File: src/hw/rtl/ctwa_pkg.sv
`timescale 1ns / 1ps
// ----------------------------------------------------------------------------
// ctwa_pkg
// Shared types and constants for the connection table with aging.
// ----------------------------------------------------------------------------
package ctwa_pkg;

    localparam int          SLOTS_DEFAULT     = 16;
    localparam logic [15:0] STALE_LIMIT_RESET = 16'd1000;

    // Command codes
    localparam logic [1:0] CMD_ADD       = 2'd0;
    localparam logic [1:0] CMD_ESTABLISH = 2'd1;
    localparam logic [1:0] CMD_PRUNE     = 2'd2;
    localparam logic [1:0] CMD_CLEAR     = 2'd3;

    // Result status codes
    localparam logic [1:0] STATUS_OK    = 2'd0;
    localparam logic [1:0] STATUS_FULL  = 2'd1;
    localparam logic [1:0] STATUS_MISS  = 2'd2;

    // One slot as stored in the table memory
    typedef struct packed {
        logic [31:0] ip;
        logic [15:0] port;
        logic [15:0] id;
        logic [15:0] age;
        logic        is_new;
    } entry_t;

    localparam int ENTRY_W = $bits(entry_t);

    typedef enum logic [1:0] {
        ST_IDLE,
        ST_WALK,
        ST_DRAIN,
        ST_FINISH
    } seq_state_t;

    // Sequencer to datapath controls
    typedef struct packed {
        logic busy;     // command in flight, hold off input
        logic rd;       // issue a table read this cycle
        logic proc;     // read data valid, process one slot
        logic finish;   // final update and result load this cycle
    } ctrl_t;

endpackage

File: src/hw/rtl/connection_table_with_aging.sv
`timescale 1ns / 1ps
// ----------------------------------------------------------------------------
// connection_table_with_aging
// Connection slot table keyed by IPv4 address and port, with idle aging.
// ----------------------------------------------------------------------------
// One command is taken at a time and gives exactly one result. Slot contents
// live in a single-port-read, single-port-write RAM; every command except
// clear walks all SLOTS entries, one read per cycle. Occupancy bits sit in
// flops and are cleared by reset and by the clear command. Add reuses the
// slot already holding the key, else the lowest free slot, else reports full.
// Establish zeroes the age of a matching slot. Prune adds elapsed_ms
// (saturating) to every live age and frees only the highest slot at or past
// stale_limit. stale_limit is written through cfg_wr_en / cfg_wr_data; the
// user must write it only while idle, as the block does not enforce this. A
// finished result sits in an output register, so the next command is taken
// while that result still waits.
// ----------------------------------------------------------------------------
module connection_table_with_aging #(
    parameter int SLOTS = ctwa_pkg::SLOTS_DEFAULT
) (
    input  logic        clk,
    input  logic        rst_n,
    // configuration
    input  logic        cfg_wr_en,
    input  logic [15:0] cfg_wr_data,
    // command channel
    input  logic        in_valid,
    output logic        in_stall,
    input  logic [1:0]  cmd,
    input  logic [31:0] ip_addr,
    input  logic [15:0] port,
    input  logic [15:0] conn_id,
    input  logic [15:0] elapsed_ms,
    // result channel
    output logic        out_valid,
    input  logic        out_stall,
    output logic [1:0]  status,
    output logic [3:0]  slot,
    output logic [15:0] found_id,
    output logic        is_new,
    output logic        pruned,
    output logic [3:0]  pruned_slot,
    output logic [31:0] pruned_ip,
    output logic [15:0] pruned_port
);

    import ctwa_pkg::*;

    localparam int IW = $clog2(SLOTS);

    // ------------------------------------------------------------------
    // Handshake and sequencer
    // ------------------------------------------------------------------
    ctrl_t         ctrl;
    logic [IW-1:0] rd_addr;
    logic [IW-1:0] pidx;
    logic          in_fire;
    logic          out_free;
    logic          out_valid_reg;

    assign in_stall = ctrl.busy;
    assign in_fire  = in_valid && !in_stall;
    assign out_free = !out_valid_reg || !out_stall;

    ctwa_seq #(
        .SLOTS (SLOTS)
    ) u_seq (
        .clk         (clk),
        .rst_n       (rst_n),
        .start       (in_fire),
        .start_clear (cmd == CMD_CLEAR),
        .out_free    (out_free),
        .ctrl        (ctrl),
        .rd_addr     (rd_addr),
        .proc_addr   (pidx)
    );

    // ------------------------------------------------------------------
    // Configuration
    // ------------------------------------------------------------------
    logic [15:0] limit_reg;

    always_ff @(posedge clk or negedge rst_n)
    begin
        if (!rst_n)
        begin
            limit_reg <= STALE_LIMIT_RESET;
        end
        else if (cfg_wr_en)
        begin
            limit_reg <= cfg_wr_data;
        end
    end

    // ------------------------------------------------------------------
    // Table memory and occupancy
    // ------------------------------------------------------------------
    logic               ram_we;
    logic [IW-1:0]      ram_waddr;
    entry_t             ram_wdata;
    logic [ENTRY_W-1:0] ram_rdata;
    entry_t             ent;
    logic [SLOTS-1:0]   valid_reg;
    logic               ent_valid;

    ctwa_ram #(
        .WIDTH (ENTRY_W),
        .DEPTH (SLOTS)
    ) u_ram (
        .clk   (clk),
        .we    (ram_we),
        .waddr (ram_waddr),
        .wdata (ram_wdata),
        .re    (ctrl.rd),
        .raddr (rd_addr),
        .rdata (ram_rdata)
    );

    assign ent       = entry_t'(ram_rdata);
    assign ent_valid = valid_reg[pidx];

    // ------------------------------------------------------------------
    // Command latch and walk accumulators
    // ------------------------------------------------------------------
    logic [1:0]    cmd_reg;
    logic [31:0]   ip_reg;
    logic [15:0]   port_reg;
    logic [15:0]   cid_reg;
    logic [15:0]   ms_reg;

    logic          hit_reg;
    logic [IW-1:0] hit_slot_reg;
    logic [15:0]   hit_id_reg;
    logic          hit_new_reg;
    logic          free_reg;
    logic [IW-1:0] free_slot_reg;
    logic          vic_reg;
    logic [IW-1:0] vic_slot_reg;
    logic [31:0]   vic_ip_reg;
    logic [15:0]   vic_port_reg;

    logic          key_match;
    logic [16:0]   age_sum;
    logic [15:0]   age_new;
    logic          stale;
    entry_t        aged_ent;

    assign key_match = ent_valid && (ent.ip == ip_reg) && (ent.port == port_reg);
    assign age_sum   = {1'b0, ent.age} + {1'b0, ms_reg};
    assign age_new   = age_sum[16] ? 16'hFFFF : age_sum[15:0];
    assign stale     = (age_new >= limit_reg);

    always_comb
    begin
        aged_ent     = ent;
        aged_ent.age = age_new;
    end

    // Latch the command on transfer
    always_ff @(posedge clk)
    begin
        if (in_fire)
        begin
            cmd_reg  <= cmd;
            ip_reg   <= ip_addr;
            port_reg <= port;
            cid_reg  <= conn_id;
            ms_reg   <= elapsed_ms;
        end
    end

    // Flags of the walk: first key match, lowest free slot, highest stale slot
    always_ff @(posedge clk or negedge rst_n)
    begin
        if (!rst_n)
        begin
            hit_reg  <= 1'b0;
            free_reg <= 1'b0;
            vic_reg  <= 1'b0;
        end
        else if (in_fire)
        begin
            hit_reg  <= 1'b0;
            free_reg <= 1'b0;
            vic_reg  <= 1'b0;
        end
        else if (ctrl.proc)
        begin
            if (key_match && !hit_reg)
            begin
                hit_reg <= 1'b1;
            end
            if (!ent_valid && !free_reg)
            begin
                free_reg <= 1'b1;
            end
            if (ent_valid && stale && (cmd_reg == CMD_PRUNE))
            begin
                vic_reg <= 1'b1;
            end
        end
    end

    always_ff @(posedge clk)
    begin
        if (ctrl.proc)
        begin
            if (key_match && !hit_reg)
            begin
                hit_slot_reg <= pidx;
                hit_id_reg   <= ent.id;
                hit_new_reg  <= ent.is_new;
            end
            if (!ent_valid && !free_reg)
            begin
                free_slot_reg <= pidx;
            end
            // later slots overwrite, so the highest stale slot wins
            if (ent_valid && stale)
            begin
                vic_slot_reg <= pidx;
                vic_ip_reg   <= ent.ip;
                vic_port_reg <= ent.port;
            end
        end
    end

    // ------------------------------------------------------------------
    // Write-back: aged entries during a prune walk, the new or refreshed
    // entry at finish. The walk writes the slot read in the cycle before, so
    // write and read never meet on one entry.
    // ------------------------------------------------------------------
    logic          add_ok;
    logic [IW-1:0] add_slot;

    assign add_ok   = hit_reg || free_reg;
    assign add_slot = hit_reg ? hit_slot_reg : free_slot_reg;

    always_comb
    begin
        ram_we    = 1'b0;
        ram_waddr = pidx;
        ram_wdata = aged_ent;
        if (ctrl.proc && (cmd_reg == CMD_PRUNE) && ent_valid)
        begin
            ram_we = 1'b1;
        end
        if (ctrl.finish)
        begin
            case (cmd_reg)
                CMD_ADD:
                begin
                    ram_we    = add_ok;
                    ram_waddr = add_slot;
                    ram_wdata = '{ip: ip_reg, port: port_reg, id: cid_reg,
                                  age: 16'd0, is_new: 1'b1};
                end
                CMD_ESTABLISH:
                begin
                    ram_we    = hit_reg;
                    ram_waddr = hit_slot_reg;
                    ram_wdata = '{ip: ip_reg, port: port_reg, id: hit_id_reg,
                                  age: 16'd0, is_new: hit_new_reg};
                end
                default:
                begin
                    ram_we = 1'b0;
                end
            endcase
        end
    end

    // Occupancy update at finish
    always_ff @(posedge clk or negedge rst_n)
    begin
        if (!rst_n)
        begin
            valid_reg <= '0;
        end
        else if (ctrl.finish)
        begin
            case (cmd_reg)
                CMD_ADD:
                begin
                    if (add_ok)
                    begin
                        valid_reg[add_slot] <= 1'b1;
                    end
                end
                CMD_PRUNE:
                begin
                    if (vic_reg)
                    begin
                        valid_reg[vic_slot_reg] <= 1'b0;
                    end
                end
                CMD_CLEAR:
                begin
                    valid_reg <= '0;
                end
                default:
                begin
                    valid_reg <= valid_reg;
                end
            endcase
        end
    end

    // ------------------------------------------------------------------
    // Result assembly and output register
    // ------------------------------------------------------------------
    logic [IW+3:0] add_slot_ext;
    logic [IW+3:0] hit_slot_ext;
    logic [IW+3:0] vic_slot_ext;

    assign add_slot_ext = {4'd0, add_slot};
    assign hit_slot_ext = {4'd0, hit_slot_reg};
    assign vic_slot_ext = {4'd0, vic_slot_reg};

    logic [1:0]  status_next;
    logic [3:0]  slot_next;
    logic [15:0] found_id_next;
    logic        is_new_next;
    logic        pruned_next;
    logic [3:0]  pruned_slot_next;
    logic [31:0] pruned_ip_next;
    logic [15:0] pruned_port_next;

    always_comb
    begin
        status_next      = STATUS_OK;
        slot_next        = 4'd0;
        found_id_next    = 16'd0;
        is_new_next      = 1'b0;
        pruned_next      = 1'b0;
        pruned_slot_next = 4'd0;
        pruned_ip_next   = 32'd0;
        pruned_port_next = 16'd0;
        case (cmd_reg)
            CMD_ADD:
            begin
                if (add_ok)
                begin
                    slot_next     = add_slot_ext[3:0];
                    found_id_next = cid_reg;
                    is_new_next   = 1'b1;
                end
                else
                begin
                    status_next = STATUS_FULL;
                end
            end
            CMD_ESTABLISH:
            begin
                if (hit_reg)
                begin
                    slot_next     = hit_slot_ext[3:0];
                    found_id_next = hit_id_reg;
                    is_new_next   = hit_new_reg;
                end
                else
                begin
                    status_next = STATUS_MISS;
                end
            end
            CMD_PRUNE:
            begin
                if (vic_reg)
                begin
                    pruned_next      = 1'b1;
                    pruned_slot_next = vic_slot_ext[3:0];
                    pruned_ip_next   = vic_ip_reg;
                    pruned_port_next = vic_port_reg;
                end
            end
            default:
            begin
                status_next = STATUS_OK;
            end
        endcase
    end

    logic [1:0]  status_reg;
    logic [3:0]  slot_reg;
    logic [15:0] found_id_reg;
    logic        is_new_reg;
    logic        pruned_reg;
    logic [3:0]  pruned_slot_reg;
    logic [31:0] pruned_ip_reg;
    logic [15:0] pruned_port_reg;

    always_ff @(posedge clk or negedge rst_n)
    begin
        if (!rst_n)
        begin
            out_valid_reg <= 1'b0;
        end
        else if (ctrl.finish)
        begin
            out_valid_reg <= 1'b1;
        end
        else if (!out_stall)
        begin
            out_valid_reg <= 1'b0;
        end
    end

    always_ff @(posedge clk)
    begin
        if (ctrl.finish)
        begin
            status_reg      <= status_next;
            slot_reg        <= slot_next;
            found_id_reg    <= found_id_next;
            is_new_reg      <= is_new_next;
            pruned_reg      <= pruned_next;
            pruned_slot_reg <= pruned_slot_next;
            pruned_ip_reg   <= pruned_ip_next;
            pruned_port_reg <= pruned_port_next;
        end
    end

    assign out_valid   = out_valid_reg;
    assign status      = status_reg;
    assign slot        = slot_reg;
    assign found_id    = found_id_reg;
    assign is_new      = is_new_reg;
    assign pruned      = pruned_reg;
    assign pruned_slot = pruned_slot_reg;
    assign pruned_ip   = pruned_ip_reg;
    assign pruned_port = pruned_port_reg;

    // ------------------------------------------------------------------
    // Assertions
    // ------------------------------------------------------------------
    a_busy_after_transfer: assert property (
        @(posedge clk) disable iff (!rst_n)
        in_fire |=> in_stall
    ) else $error("command transfer did not start the sequencer");

    a_full_means_all_live: assert property (
        @(posedge clk) disable iff (!rst_n)
        (ctrl.finish && (cmd_reg == CMD_ADD) && !add_ok) |-> (&valid_reg)
    ) else $error("table full reported with a free slot");

    a_add_sets_valid: assert property (
        @(posedge clk) disable iff (!rst_n)
        (ctrl.finish && (cmd_reg == CMD_ADD) && add_ok) |=> valid_reg[$past(add_slot)]
    ) else $error("added slot not marked live");

    a_prune_frees_slot: assert property (
        @(posedge clk) disable iff (!rst_n)
        (ctrl.finish && (cmd_reg == CMD_PRUNE) && vic_reg)
            |=> !valid_reg[$past(vic_slot_reg)]
    ) else $error("pruned slot still live");

    a_clear_empties: assert property (
        @(posedge clk) disable iff (!rst_n)
        (ctrl.finish && (cmd_reg == CMD_CLEAR)) |=> (valid_reg == '0)
    ) else $error("clear left live slots");

endmodule

File: src/hw/rtl/ctwa_ram.sv
`timescale 1ns / 1ps
// ----------------------------------------------------------------------------
// ctwa_ram
// Generic simple dual-port RAM, one write and one registered read port.
// ----------------------------------------------------------------------------
module ctwa_ram #(
    parameter int WIDTH = 8,
    parameter int DEPTH = 16
) (
    input  logic                     clk,
    input  logic                     we,
    input  logic [$clog2(DEPTH)-1:0] waddr,
    input  logic [WIDTH-1:0]         wdata,
    input  logic                     re,
    input  logic [$clog2(DEPTH)-1:0] raddr,
    output logic [WIDTH-1:0]         rdata
);

    logic [WIDTH-1:0] mem [DEPTH];

    always_ff @(posedge clk)
    begin
        if (we)
        begin
            mem[waddr] <= wdata;
        end
        if (re)
        begin
            rdata <= mem[raddr];
        end
    end

endmodule

File: src/hw/rtl/ctwa_seq.sv
`timescale 1ns / 1ps
// ----------------------------------------------------------------------------
// ctwa_seq
// Command sequencer: walks every slot once (clear skips the walk), then finishes the command.
// ----------------------------------------------------------------------------
module ctwa_seq #(
    parameter int SLOTS = ctwa_pkg::SLOTS_DEFAULT
) (
    input  logic                     clk,
    input  logic                     rst_n,
    input  logic                     start,
    input  logic                     start_clear,
    input  logic                     out_free,
    output ctwa_pkg::ctrl_t          ctrl,
    output logic [$clog2(SLOTS)-1:0] rd_addr,
    output logic [$clog2(SLOTS)-1:0] proc_addr
);

    import ctwa_pkg::*;

    localparam int             IW   = $clog2(SLOTS);
    localparam logic [IW-1:0]  LAST = IW'(SLOTS - 1);

    seq_state_t    state_reg, state_next;
    logic [IW-1:0] idx_reg, idx_next;
    logic          pend_reg;
    logic [IW-1:0] pidx_reg;

    // Next state
    always_comb
    begin
        state_next = state_reg;
        idx_next   = idx_reg;
        case (state_reg)
            ST_IDLE:
            begin
                idx_next = '0;
                if (start)
                begin
                    state_next = start_clear ? ST_FINISH : ST_WALK;
                end
            end
            ST_WALK:
            begin
                if (idx_reg == LAST)
                begin
                    state_next = ST_DRAIN;
                end
                else
                begin
                    idx_next = idx_reg + 1'b1;
                end
            end
            ST_DRAIN:
            begin
                state_next = ST_FINISH;
            end
            ST_FINISH:
            begin
                if (out_free)
                begin
                    state_next = ST_IDLE;
                end
            end
            default:
            begin
                state_next = ST_IDLE;
            end
        endcase
    end

    // Outputs
    always_comb
    begin
        ctrl.busy   = (state_reg != ST_IDLE);
        ctrl.rd     = (state_reg == ST_WALK);
        ctrl.proc   = pend_reg;
        ctrl.finish = (state_reg == ST_FINISH) && out_free;
    end

    assign rd_addr   = idx_reg;
    assign proc_addr = pidx_reg;

    always_ff @(posedge clk or negedge rst_n)
    begin
        if (!rst_n)
        begin
            state_reg <= ST_IDLE;
            idx_reg   <= '0;
            pend_reg  <= 1'b0;
            pidx_reg  <= '0;
        end
        else
        begin
            state_reg <= state_next;
            idx_reg   <= idx_next;
            pend_reg  <= (state_reg == ST_WALK);
            pidx_reg  <= idx_reg;
        end
    end

endmodule

File: config.mk
export PLATFORM = sky130hd
export DESIGN_NAME = connection_table_with_aging
export DESIGN_NICKNAME = d
export VERILOG_FILES = /design/src/hw/rtl/ctwa_pkg.sv /design/src/hw/rtl/connection_table_with_aging.sv /design/src/hw/rtl/ctwa_ram.sv /design/src/hw/rtl/ctwa_seq.sv
export SDC_FILE = /design/constraint.sdc
export NUM_CORES = 2
export LEC_CHECK = 0
export ABC_CLOCK_PERIOD_IN_PS = 16950
export BUFFER_PORTS_ARGS = -buffer_cell sky130_fd_sc_hd__buf_2
export CORE_MARGIN = 5
export CORE_UTILIZATION = 30
export DETAILED_ROUTE_END_ITERATION = 7
export GPL_TIMING_DRIVEN = 0
export SLEW_MARGIN = 30
export SYNTH_ARGS = -nofsm -noshare
export SYNTH_HDL_FRONTEND = slang
export SYNTH_SLANG_ARGS = --single-unit
export TNS_END_PERCENT = 100
File: constraint.sdc
create_clock -name clk -period 16.95 [get_ports clk]
set_input_delay 0.8475 -clock clk [delete_from_list [all_inputs] [get_ports clk]]
set_output_delay 0.8475 -clock clk [all_outputs]
set_load 0.005 [all_outputs]
Word-level counts from Yosys, hierarchy flattened
Memories as Yosys holds them, arrays and structs flattened. A register that Yosys moved wholly into a read port is not among the register bits.
Cells that the tools add are included.
{"block": "word_totals", "inputBits": 103, "ff_bits": 282, "output_inout_bits": 78, "ram_bits": 1296, "memories": 1}
{"memory": "u_ram.mem", "words": 16, "word_bits": 81, "read_ports": 1, "rd_ports_with_merged_regs": 1, "wr": 1, "line": "ctwa_ram.sv:19", "rtl": "logic [WIDTH-1:0] mem [DEPTH];"}
{"block": "op_classes", "n_reduce_logical": 39, "order_cmp": 6, "n_eq_ne": 17, "n_mux": 51, "n_addsub": 2, "bitwise_logic": 3}
{"op": "81-bit case mux with 2 select lines", "n": 1}
{"op": "81-bit two-way mux", "n": 1}
{"op": "16-bit two-way mux", "n": 5}
{"op": "16-bit case mux with 3 select lines", "n": 1}
{"op": "32-bit equality test", "n": 1}
{"op": "16-bit case mux with 2 select lines", "n": 1}
{"op": "4-bit case mux with 2 select lines", "n": 3}
{"op": "1-bit two-way mux", "n": 22}
{"op": "4-bit two-way mux", "n": 5}
{"op": "16-bit by 16-bit adder with 17-bit output", "n": 1}
{"op": "16-bit bitwise AND", "n": 1}
{"op": "16-bit equality test", "n": 1}
{"op": "16-bit >= comparator", "n": 1}
{"op": "16-bit NOT", "n": 1}
{"op": "16-bit OR", "n": 1}
{"op": "2-bit AND reduction", "n": 8}
{"op": "4-bit by 5-bit less-than comparator with 1-bit output, second input constant", "n": 3}
{"op": "1-bit logical AND", "n": 12}
{"op": "2-bit nonzero test", "n": 6}
{"op": "2-bit equality test, second input constant", "n": 5}
{"op": "2-bit two-way mux", "n": 5}
{"op": "2-bit != test, second input constant", "n": 5}
{"op": "1-bit demux with 4-bit select", "n": 2}
{"op": "4-bit by 1-bit >= comparator with 1-bit output, second input constant", "n": 2}
{"op": "other kinds (14)", "n": 24}

Longest topological paths before layout
{"block": "depth", "depth_word": 8, "mapped_depth": 15}

Hierarchy
A second synthesis with hierarchy kept.
{"block": "hier_totals", "hier_cells": 3150, "area_unflattened_um2": 63816.2}
{"mod": "ctwa_ram", "area_each_um2": 50871.3, "cells_each": 2078, "seq_area_each_um2": 41349.7, "instances": 1}
{"mod": "connection_table_with_aging", "area_each_um2": 12395.6, "cells_each": 1028, "seq_area_each_um2": 7965.1, "instances": 1}
{"mod": "ctwa_seq", "area_each_um2": 549.3, "cells_each": 44, "seq_area_each_um2": 275.3, "instances": 1}

Worst setup path before layout
Ideal clock, no wire load.
{"block": "synth_timing", "kind": "input to register", "startpoint": "in out_stall", "endpoint": "mem u_ram.mem[11][0] (netlist bit) (enable)", "arrival_time_ps": 9211, "stages": 5, "required_ps": 16429, "setup_time_ps": 521, "slack_ps": 7218, "cell_sequence": "a21boi_1 > nand2b_1 > o31ai_1 > nand2_1 > nor2_1"}
{"block": "synth_via", "elab_chain_cells": 6}
{"element": "start: declaration", "line": "connection_table_with_aging.sv:36", "rtl": "input logic out_stall,"}
{"element": "1-bit logical NOT *"}
{"element": "1-bit logical OR *", "line": "connection_table_with_aging.sv:63", "rtl": "assign out_free = !out_valid_reg || !out_stall;"}
{"element": "1-bit logical AND *", "line": "ctwa_seq.sv:78", "rtl": "ctrl.finish = (state_reg == ST_FINISH) && out_free;"}
{"element": "1-bit two-way mux", "line": "connection_table_with_aging.sv:248", "rtl": "if (ctrl.finish)"}
{"element": "1-bit two-way mux", "line": "ctwa_ram.sv:23", "rtl": "if (we)"}
{"element": "1-bit two-way mux (implied by the code)", "line": "ctwa_ram.sv:25", "rtl": "mem[waddr] <= wdata;"}
{"element": "end: declaration", "line": "ctwa_ram.sv:19"}
Every way passes the cells marked *; elsewhere a longest branch is shown, timed or not.

Final worst setup path
{"block": "layout_timing", "startpoint": "reg ms_reg[0]", "endpoint": "reg vic_ip_reg[2] (enable)"}
{"block": "layout_via", "elab_chain_cells": 5}
{"element": "start: declaration", "line": "connection_table_with_aging.sv:129", "rtl": "logic [15:0] ms_reg;"}
{"element": "start signal: assignment", "line": "connection_table_with_aging.sv:168", "rtl": "ms_reg <= elapsed_ms;"}
{"element": "16-bit by 16-bit adder with 17-bit output", "line": "connection_table_with_aging.sv:149", "rtl": "assign age_sum = {1'b0, ent.age} + {1'b0, ms_reg};"}
{"element": "16-bit two-way mux", "line": "connection_table_with_aging.sv:150", "rtl": "assign age_new = age_sum[16] ? 16'hFFFF : age_sum[15:0];"}
{"element": "16-bit >= comparator", "line": "connection_table_with_aging.sv:151", "rtl": "assign stale = (age_new >= limit_reg);"}
{"element": "1-bit logical AND", "line": "connection_table_with_aging.sv:219", "rtl": "if (ent_valid && stale)"}
{"element": "2-bit AND reduction (no source line)"}
{"element": "end signal: assignment", "line": "connection_table_with_aging.sv:222", "rtl": "vic_ip_reg <= ent.ip;"}
{"element": "end: declaration", "line": "connection_table_with_aging.sv:139", "rtl": "logic [31:0] vic_ip_reg;"}
No other way between the ends.
A chain may end at the register's enable or synchronous reset.

==> impl_metrics.py <==
metrics = {
    "worst_setup_path": {
        "critical_path.startpoint_type": "flop",
        "r2r_cells": 17,
        "cp_num_buf_inv": 2,
        "crit_chain": "ha_1 > fa_1 > a211oi_4 > nor4_2 > o311ai_4 > a21oi_4 > nor2_2 > nand2_1 > ha_1 > a211oi_1 > o21ai_0 > a21oi_1 > o21ai_0 > a211oi_1 > nor2_4 > buf_16 > buf_16",
        "max_stage_delay_ns": 0.80,
        "end_kind": "flop",
        "crit_family": "compound AO/OA/AOI/OAI gates",
        "critPathMaxFanout": 17,
        "slowest_stage": "a211oi_1",
        "worst-path-stages": 17,
        "cp_data_required_time_ns": 17.50,
        "critPathKind": "reg -> reg",
        "crit_arrival_ns": 6.06,
    },
    "run": {
        "max-cap-violations": 0,
    },
    "clock_network": {
        "clkTransAtPathRegs_ns": 0.06,
        "h-tree-depth": 4,
        "post_cts_resized": 0,
        "clk_latency_ns": 0.81,
        "hold_buffers": 0,
        "root_buffer": "clkbuf_16",
        "cts.path.max_buffers": 3,
        "cts_tree": "yes",
        "numCtsBuffers": 171,
        "numClockSinks": 1659,
        "post_cts_buffers": 0,
    },
    "timing": {
        "worst_pin_slew_ns": 1.022,
        "rsz0062_at_grt": "no",
        "tns_ns": 0,
        "fin_crit_ns": 5.512,
        "relSlewSlack_pct": 31.88,
        "hold_violations": 0,
        "max_freq_mhz": 181.4,
        "finClkSkew_ns": 0.02556,
        "setup_violations": 0,
        "fin_crit_sh_pct": 32.52,
        "whs_ns": 0.05834,
        "drv_slew": 0,
    },
    "cells_and_area": {
        "nets": 4208,
        "largest-register": "u_ram.mem",
        "largest_reg_flops": 1296,
        "reg.largest.list": "u_ram.mem (1296), u_ram.rdata (81)",
        "n_fill_cell": 19780,
        "drive_gt1_share_pct": 21.47,
        "area_delta_synth_final_pct": 19.46,
    },
    "power": {
        "ir_worst_vdd_v": 0.0001118,
        "leakagePower_nw": 25.47,
        "clkPwrFrac_pct": 29.1,
        "pwr-share-seq_pct": 46.3,
        "p_sw_w": 0.003733,
        "powerDensity_nw_per_um2": 155.5,
        "power_report.internal_total_w": 0.008331,
        "comb_power_share_pct": 24.6,
        "p_sw_share_pct": 30.94,
    },
    "synthesis": {
        "yosysUniqueCellTypes": 65,
        "synthTopCellsByArea": "edfxtp_1, mux4_2, mux2i_1, nand2_1, o21ai_0",
        "synth-edff-count": 1612,
        "postSynthCellCount": 3601,
        "async_flop_share_pct": 2.833,
        "yosys_register_bits": 1659,
        "syn_nets": 3742,
        "synth.avg_cell_area_um2": 18.04,
        "ys_seq_area_share_pct": 76.33,
        "yosysTopAreaCell": "edfxtp_1",
        "synth.cell_area_um2": 64960,
        "yosysTopAreaCellShare_pct": 74.51,
        "ys_warn_count": 0,
        "synthFlopType": "edfxtp_1",
    },
    "floorplan": {
        "io_pins": 181,
        "coreArea_um2": 215000,
        "fp-row-count": 170,
        "die-area_um2": 226000,
        "start_util_pct": 30.21,
        "die_x_um": 475.4,
        "die_y_um": 475.4,
    },
    "place": {
        "hpwl_um": 127000,
        "io_buffers": 180,
        "routabilityCongestion": 0.8255,
    },
    "global_route": {
        "antenna_found_initial": 20,
        "track_usage_pct": 15.77,
        "grt_pass1_vias": 35400,
        "grt_pass1_wl_um": 258500,
        "grt_overflow_total": 0,
        "grt_max_degree": 48,
    },
    "detailed_routing": {
        "via_per_inst": 5.062,
        "dr.pass1.iters": 6,
        "post_drt_wl_per_cell_um": 25.81,
        "drt_iter0_markers": 4069,
        "route.detailed.drc": 0,
        "vias": 35650,
        "antenna_left": 0,
        "wl_um": 181800,
    },
    "hold_path": {
        "min_path_type": "in -> async",
    },
    "run_status": {
        "outcome": "completed",
    },
}
## cells in the final DEF (no fill, tap or decap), types with 11 or more instances in the layout
master     synthesis  layout
mux4_2           166     166
mux2i_1          252     252
nor3_1            12      12
clkinv_2           0      19
buf_16             0      92
ha_1              37      36
clkinv_1           0      45
a22o_1            16      16
xnor2_1           33      33
a21o_1            11      11
buf_2             62     248
nor2_4             0      18
nand2_1          309     309
nand2b_1          14      14
clkbuf_1          98     135
a221oi_1          82      82
dfrtp_1           41      41
mux2_2            97      97
a22oi_1           96      96
a21oi_1          123     119
o21ai_0          219     212
nor2_1            72      54
buf_1             14      12
edfxtp_1        1612    1612
inv_1             29      29
and2_1            65      64
clkbuf_16          0     174
xor2_1            24      24
## worst paths after layout
path / slack [ns] / to / startpoint
max: 11.44 / vic_ip_reg[2]$_DFFE_PP_ / ms_reg[0]$_DFFE_PP_
min in group clk: 0.22 / ms_reg[2]$_DFFE_PP_ / elapsed_ms[2]
min: 0.06 / limit_reg[12]$_DFFE_PN0P_ / rst_n
max in group asynchronous: 16.45 / u_seq.rd_addr[2]$_DFFE_PN0P_ / rst_n
max reg2reg: 11.44 / vic_ip_reg[2]$_DFFE_PP_ / ms_reg[0]$_DFFE_PP_
min reg2reg: 0.45 / hit_new_reg$_DFFE_PP_ / u_ram.rdata[0]$_DFFE_PP_
## area by class of cell
class	count	area (µm²)	area share [%]
Sequential cell	1659	49590	63.90
Multi-Input combinational cell	1733	14700	18.95
Clock buffer	221	4541	5.851
Timing Repair Buffer	293	3697	4.764
Tap cell	2838	3551	4.575
Buffer	180	789.5	1.017
Clock inverter	87	619.3	0.7980
Inverter	29	108.9	0.1403
Antenna cell	3	7.507	0.009673
## cell families (layout without fill, tap and decap cells)
kind of cell               count (synthesis)  in the layout  synth area share (%)
and+or+nand+nor                          536            536                 3.698
muxes                                    515            515                 11.32
adders and majority gates                 38             38                0.7434
DFF                                     1659           1659                 76.33
other                                      0              3                     0
xor gates and xnor gates                  57             57                0.7685
buffers and inverters                    209            810                 1.362
AOI/OAI and AO/OA                        587            587                 5.776
## through the flow
| step | instances | cell area, µm² | total power [W] | worst slack, ns | utilization, % |
|---|---|---|---|---|---|
| 2_1_floorplan | 3601 | 64960 | 0.007382 | 7.218 | - |
| 3_3_place_gp | 6619 | 69420 | 0.008504 | -1.464 | 32.28 |
| 3_5_place_dp | 6731 | 72410 | 0.008634 | 11.47 | 33.67 |
| 4_1_cts | 7039 | 77570 | 0.01214 | 11.40 | 36.07 |
| 5_1_grt | 7040 | 77600 | 0.01255 | 11.13 | 36.09 |
| 6_report | 7043 | 77610 | 0.01206 | 11.44 | 36.09 |
## synth_stat cells, types with 9 or more instances
| library cell | instances |
|---|---|
| inv_1 | 29 |
| clkbuf_1 | 98 |
| edfxtp_1 | 1612 |
| xor2_1 | 24 |
| mux2i_1 | 252 |
| o21ai_0 | 219 |
| a221oi_1 | 82 |
| nor2_1 | 72 |
| and2_1 | 65 |
| a22oi_1 | 96 |
| nand2_1 | 309 |
| buf_2 | 62 |
| or3_1 | 9 |
| xnor2_1 | 33 |
| dfrtp_1 | 41 |
| a21oi_1 | 123 |
| nand4_1 | 9 |
| a22o_1 | 16 |
| mux2_2 | 97 |
| ha_1 | 37 |
| buf_1 | 14 |
| nor2b_1 | 10 |
| a21o_1 | 11 |
| nand2b_1 | 14 |
| nand3_1 | 10 |
| nor4_1 | 11 |
| nor3_1 | 12 |
| mux4_2 | 166 |
## power by group through the flow
stage	clock, W	sequential (W)	combinational, W
after CTS	0.00358	0.00559	0.00297
final	0.00351	0.00559	0.00297
after floorplan	0	0.00559	0.00179
after global placement	0	0.00573	0.00277
after detailed placement	0	0.00567	0.00296
after global routing	0.00375	0.00561	0.00319
## layer usage
metal  share of wire, %  vias to the layer above  global-route usage, %  wire length [µm]
li1                   -                    15330                      -                 -
met2                 47                     1509                  25.32             85500
met5              0.022                        -                      0                40
met1                 43                    18540                  21.84             77620
met3                7.4                      268                  2.907             13480
met4                2.8                        4                  4.878              5119
## worst reg2reg max path: stages (launching register included)
cell	delay (ns)
edfxtp_1	0.42
ha_1	0.23
fa_1	0.47
a211oi_4	0.34
nor4_2	0.12
o311ai_4	0.40
a21oi_4	0.16
nor2_2	0.46
nand2_1	0.13
ha_1	0.32
a211oi_1	0.21
o21ai_0	0.12
a21oi_1	0.18
o21ai_0	0.12
a211oi_1	0.80
nor2_4	0.30
buf_16	0.27
buf_16	0.19
Note: power is estimated with default switching activity, not from simulation.
